File: src/hdl/hsl_div.sv
module hsl_div #(
  parameter int unsigned NUM_W = 23,
  parameter int unsigned DEN_W = 8,
  parameter int unsigned QUO_W = 16
) (
  input  logic             clk_i,
  input  logic             en_i,
  input  logic [NUM_W-1:0] num_i,
  input  logic [DEN_W-1:0] den_i,
  output logic [QUO_W-1:0] quo_o
);

  localparam int unsigned CmpW = (NUM_W > DEN_W + QUO_W) ? NUM_W : DEN_W + QUO_W;

  logic [NUM_W-1:0] rem_q [QUO_W];
  logic [DEN_W-1:0] den_q [QUO_W];
  logic [QUO_W-1:0] quo_q [QUO_W];

  for (genvar k = 0; k < QUO_W; k++) begin : g_stage
    logic [NUM_W-1:0] rem_in;
    logic [DEN_W-1:0] den_in;
    logic [QUO_W-1:0] quo_in;
    logic [CmpW-1:0]  trial;
    logic             fit;

    if (k == 0) begin : g_first
      assign rem_in = num_i;
      assign den_in = den_i;
      assign quo_in = '0;
    end else begin : g_next
      assign rem_in = rem_q[k-1];
      assign den_in = den_q[k-1];
      assign quo_in = quo_q[k-1];
    end

    assign trial = CmpW'(den_in) << (QUO_W - 1 - k);
    assign fit   = CmpW'(rem_in) >= trial;

    always_ff @(posedge clk_i) begin
      if (en_i) begin
        rem_q[k] <= fit ? NUM_W'(CmpW'(rem_in) - trial) : rem_in;
        den_q[k] <= den_in;
        quo_q[k] <= quo_in | (QUO_W'(fit) << (QUO_W - 1 - k));
      end
    end
  end

  assign quo_o = quo_q[QUO_W-1];

endmodule

File: config.mk
export PLATFORM = sky130hd
export DESIGN_NAME = hsl_div
export DESIGN_NICKNAME = d
export VERILOG_FILES = /design/src/hdl/hsl_div.sv
export SDC_FILE = /design/constraint.sdc
export NUM_CORES = 1
export LEC_CHECK = 0
export BUFFER_PORTS_ARGS = -buffer_cell sky130_fd_sc_hd__buf_2
export CORE_MARGIN = 2
export CORE_UTILIZATION = 57
export DETAILED_ROUTE_END_ITERATION = 10
export GPL_TIMING_DRIVEN = 0
export PLACE_DENSITY = 0.76
export SLEW_MARGIN = 20
export SYNTH_ARGS = -nofsm -noshare
export SYNTH_HDL_FRONTEND = slang
export SYNTH_SLANG_ARGS = --single-unit
File: constraint.sdc
create_clock -name clk_i -period 2.78 [get_ports clk_i]
set_clock_uncertainty 0.1 [all_clocks]
set_input_delay 0.139 -clock clk_i [delete_from_list [all_inputs] [get_ports clk_i]]
set_output_delay 0.139 -clock clk_i [all_outputs]
set_load 0.05 [all_outputs]
[Word-level counts from Yosys, hierarchy flattened]
Memory sizes are Yosys's and may differ from the RTL's.
Cells that the tools add are included.
Widths: inputs -> output; s select.
Storage, ports and cells
  memories: 3
  bits in writable memories: 752
  input port bits: 33
  flip-flop bits (word level): 0
  output and inout port bits: 16
Operators by class
  bitwise logic cells: 15
  add/sub/neg operators: 16
  muxes and demuxes: 18
  magnitude comparators: 16
Memory list
  rem_q: words 16, bits a word 23, rd ports 15, clocked after Yosys merged registers in 0, wr ports 16, RTL line 15  | logic [NUM_W-1:0] rem_q [QUO_W];
  quo_q: words 16, bits a word 16, rd ports 16, clocked after Yosys merged registers in 0, wr ports 16, RTL line 17  | logic [QUO_W-1:0] quo_q [QUO_W];
  den_q: words 16, bits a word 8, rd ports 15, clocked after Yosys merged registers in 0, wr ports 16, RTL line 16  | logic [DEN_W-1:0] den_q [QUO_W];
Operators by type and width (number)
  $mux 23: 16
  $ge 23x10->1: 1
  $ge 23x11->1: 1
  $ge 23x12->1: 1
  $ge 23x13->1: 1
  $ge 23x14->1: 1
  $ge 23x15->1: 1
  $ge 23x16->1: 1
  $ge 23x17->1: 1
  $ge 23x18->1: 1
  $ge 23x19->1: 1
  $ge 23x20->1: 1
  $ge 23x21->1: 1
  $ge 23x22->1: 1
  $ge 23x23->1: 1
  $ge 23x8->1: 1
  $ge 23x9->1: 1
  $sub 23x10->23: 1
  $sub 23x11->23: 1
  $sub 23x12->23: 1
  $sub 23x13->23: 1
  $sub 23x14->23: 1
  $sub 23x15->23: 1
  $sub 23x16->23: 1
  25 further kinds: 26

[Longest topological paths before layout]
An unclocked memory read counts as a cell.
  word-level depth: 3
  mapped depth: 12
  gate-level depth less buffers: 10

[Worst setup path before layout]
OpenSTA, ideal clock, no wires.
  path kind: register -> register
  start: mem rem_q[7][7], in the netlist rem_q[0][168]
  end: mem rem_q[8][17], in the netlist rem_q[1][17] (data pin)
  data arrival time: 2.579 ns
  setup time: 0.260 ns
  path buffers: 1
  stages on the path, launching flop included: 12
  slack: -0.158 ns
  cell sequence: edfxtp_1 -> inv_1 -> ha_1 -> inv_1 -> fa_1 -> a21oi_1 -> nor2_1 -> o41a_1 -> or4_1 -> buf_2 -> nor2b_1 -> mux2_2
RTL lines (RTL line)
  start, declared: 15

==> summary.md <==
| Metric | Value |
|---|---|
| Die ar. | `51200 µm²` |
| Largest net degree at the start of global routing | `116` |
| First DRT Iteration DRCs | `1363` |
| Period minus WS final | `3050 ps` |
| Final hold violation count | `0` |
| Setup crit end kind | `flop` |
| HP Class | `primary input to flop` |
| Most common cell after layout, fill and taps aside | `edfxtp_1` |
| Die X | `226 µm` |
| Switching pwr | `8.23 mW` |
| RSZ-0062 raised after global routing | `yes` |
| Routed Antenna Nets | `0` |
| GRT overflow | `0` |
| Post-Synthesis Net Count | `2233` |
| CTS Buf Count | `60` |
| Cell area after layout | `33100 µm²` |
| Io pins | `49` |
| Maximum VDD drop | `0.566 mV` |
| Startpoint types | `flop` |
| GRT Total Usage | `0.211` |
| Post-Syn Area | `28100 µm²` |
| Crit path from | `rem_q[0][168]` |
| Num rows | `81` |
| Drt via density | `5.75` |
| Static Leak | `12.1 nW` |
| Clock power frac | `0.291` |
| Inst Count DP | `2774` |
| Met1 Usage GRT | `0.279` |
| Slowest cell on crit path | `or4_4` |
| Failing checks | `negative setup slack` |
| Placed cell area | `29400 µm²` |
| Max Root-Sink Buffers | `3` |
| Register share of total power | `0.462` |
| Share of cells above drive strength 1 | `0.179` |
| Final setup viols | `26` |
| Vias in the first global route | `16800` |
| Hold path startpoint | `num_i[5]` |
| Met2 usage | `0.353` |
| Initial antenna violation count | `0` |
| Worst EP arrival | `3310 ps` |
| CP Class | `flop to flop` |
| Root Driver | `clkbuf_16` |
| PortBufs | `48` |
| Syn-to-layout area delta | `17.8%` |
| H-tree levels | `2` |
| Clock Latency Late Sink | `610 ps` |
| Clock sink count | `601` |
| Combinational power share | `0.247` |
| Clock Pin Slew Worst Setup and Hold Paths | `60 ps` |
| Worst setup margin | `-267 ps` |
| Avg Cell Area, Syn | `13.7 µm²` |
| Placer congestion estimate | `0.879` |
| Non-filler cells, final | `2987` |
| Number of synthesized flops with an enable pin | `601` |
| Global-route wire length before repair | `85.1 mm` |
| Netlist cell types | `84` |
| GR peak layer | `met2` |
| Drt first pass iters | `6` |
| Starting density of the core | `0.576` |
| Commonest non-fill, non-tap cells in the layout | `601 x edfxtp_1, 179 x inv_1, 113 x ha_1` |
| Drt wl/cell | `18.0 µm` |
| Seq/Total Area, Yosys | `0.641` |
| PwrDens | `851 nW/µm²` |
| Max Freq | `328 MHz` |
| Asr flop ratio synth | `0` |
| FF-to-FF Start | `rem_q[0][168]` |
| Core Region | `48800 µm²` |
| Post-DP HPWL | `36.0 mm` |
| CTS tree | `built` |
| DRC viols | `0` |
| Vias | `17200` |
| Most common flop cell mapped by yosys | `edfxtp_1` |
| Final worst-path cycle share | `1.10` |
| Ys Warns | `0` |
| Fill cells | `3258` |
| Max Slew Vio Count | `0` |
| CP Cell Sequence | `inv_1 -> ha_2 -> inv_2 -> fa_2 -> a21oi_2 -> nor2_2 -> o41a_1 -> or4_4 -> buf_8 -> nor2b_4 -> mux2_4` |
| Nets | `2447` |
| Int Pwr | `20.0 mW` |
| Crit path max fanout | `6` |
| CP max stage delay | `450 ps` |
| Routing usage on met3 | `0.0355` |
| Slew of the pin with the lowest slew margin | `875 ps` |
| Ant diodes | `0` |
| Maxcap violations | `0` |
| WL final | `53.8 mm` |
| Status | `finished, violations left` |
| Syn Inst Count | `2057` |
| Rel. slew slack | `0.408` |
| FF+latch count, synth | `601` |
| Switch share | `0.292` |
| CP required | `3040 ps` |
| Chip Height | `226 µm` |
Yosys cell counts, types with 9 or more instances:
library cell,instances,share of area
nor4b_1,16,0.0050
nand2_1,86,0.011
o21a_1,24,0.0064
nand4_1,26,0.0058
xnor2_1,90,0.028
a21o_1,17,0.0045
inv_1,182,0.024
o21ai_1,12,0.0021
o211ai_1,9,0.0024
edfxtp_1,601,0.64
nand3_1,37,0.0066
or4_1,23,0.0061
nor4_1,37,0.0082
buf_2,11,0.0020
nand4b_1,16,0.0050
nor3_1,49,0.0087
a211oi_1,13,0.0035
nor2_1,117,0.016
or3_1,16,0.0036
nand2b_1,27,0.0060
nor2b_1,38,0.0084
mux2_2,49,0.020
a21oi_1,78,0.014
mux2i_1,21,0.0075
fa_1,15,0.011
o21ai_0,99,0.018
o31ai_1,11,0.0029
o31a_1,12,0.0037
ha_1,128,0.057
xor2_1,60,0.019
per-layer routing:
metal  up-vias  routed length (µm)
met5         -                   0
met4         0                1780
met3       117                3090
met2       555               25900
met1      8302               23000
li1       8196                   -
worst paths after layout:
kind	endpoint	slack, ps	cells after the start
max	rem_q[1][22]	-270	11
min	rem_q[0][5]	150	2
max reg2reg	rem_q[1][22]	-270	11
min reg2reg	quo_q[1][56]	310	0
registers in the layout, summed over array words and instances (netlist names):
register,count
rem_q,345
quo_q,136
den_q,120
layout make-up:
type,count,area [µm²],area share
flip-flops and latches,601,18000,0.545
multi-input cells,1252,10100,0.305
clock buffers,67,1550,0.0467
repair buffers,156,1280,0.0387
well taps,664,831,0.0251
inverters,183,687,0.0207
clock inverters,47,493,0.0149
plain buffers,17,146,0.00442
through the flow:
stage | setup WS, ps | setup TNS (ps) | hold slack (ps) | power (mW) | util
5_1_grt | -288 | -5070 | 140 | 29.6 | 0.678
3_5_place_dp | -481 | -22000 | 233 | 19.1 | 0.602
6_report | -267 | -3180 | 152 | 28.2 | 0.678
4_1_cts | -189 | -3530 | 114 | 27.8 | 0.665
3_3_place_gp | -7020 | -4185270 | 229 | 19.0 | 0.599
2_1_floorplan | -63.8 | -124 | 138 | 17.4 | -
timing repair:
action / CTS / global route
setup buffers: 31 / 37
cloned: 4 / 0
hold endpoints to repair: 122 / 0
setup endpoints to repair: 151 / 158
resized for setup: 97 / 86
pin swaps: 33 / 45
hold buffers: 32 / 0
power by group through the flow:
stage          clock network, mW  logic (mW)  registers [mW]
6_report                    8.20        6.98            13.0
5_1_grt                     8.71        7.71            13.2
4_1_cts                     8.36        6.46            12.9
3_5_place_dp                   0        6.04            13.1
3_3_place_gp                   0        5.80            13.2
2_1_floorplan                  0        4.71            12.7
kinds of logic (layout without fill, tap and decap cells):
| kind of cell | after synthesis | after routing | share of synthesized area |
|---|---|---|---|
| fa+ha+maj | 143 | 143 | 0.0676 |
| buf+inv | 204 | 470 | 0.0278 |
| xor+xnor | 150 | 150 | 0.0467 |
| flops | 601 | 601 | 0.641 |
| compound gates | 339 | 339 | 0.0792 |
| mux | 75 | 75 | 0.0291 |
| simple gates | 545 | 545 | 0.108 |
worst max-delay path: cells and delay by family (launching register included):
kind	cells	cell delay, ps
compound gates	2	540
fa+ha+maj	2	540
buf+inv	3	290
flops	1	410
mux	1	280
simple gates	3	640
Power figures use the tool's default switching activity.
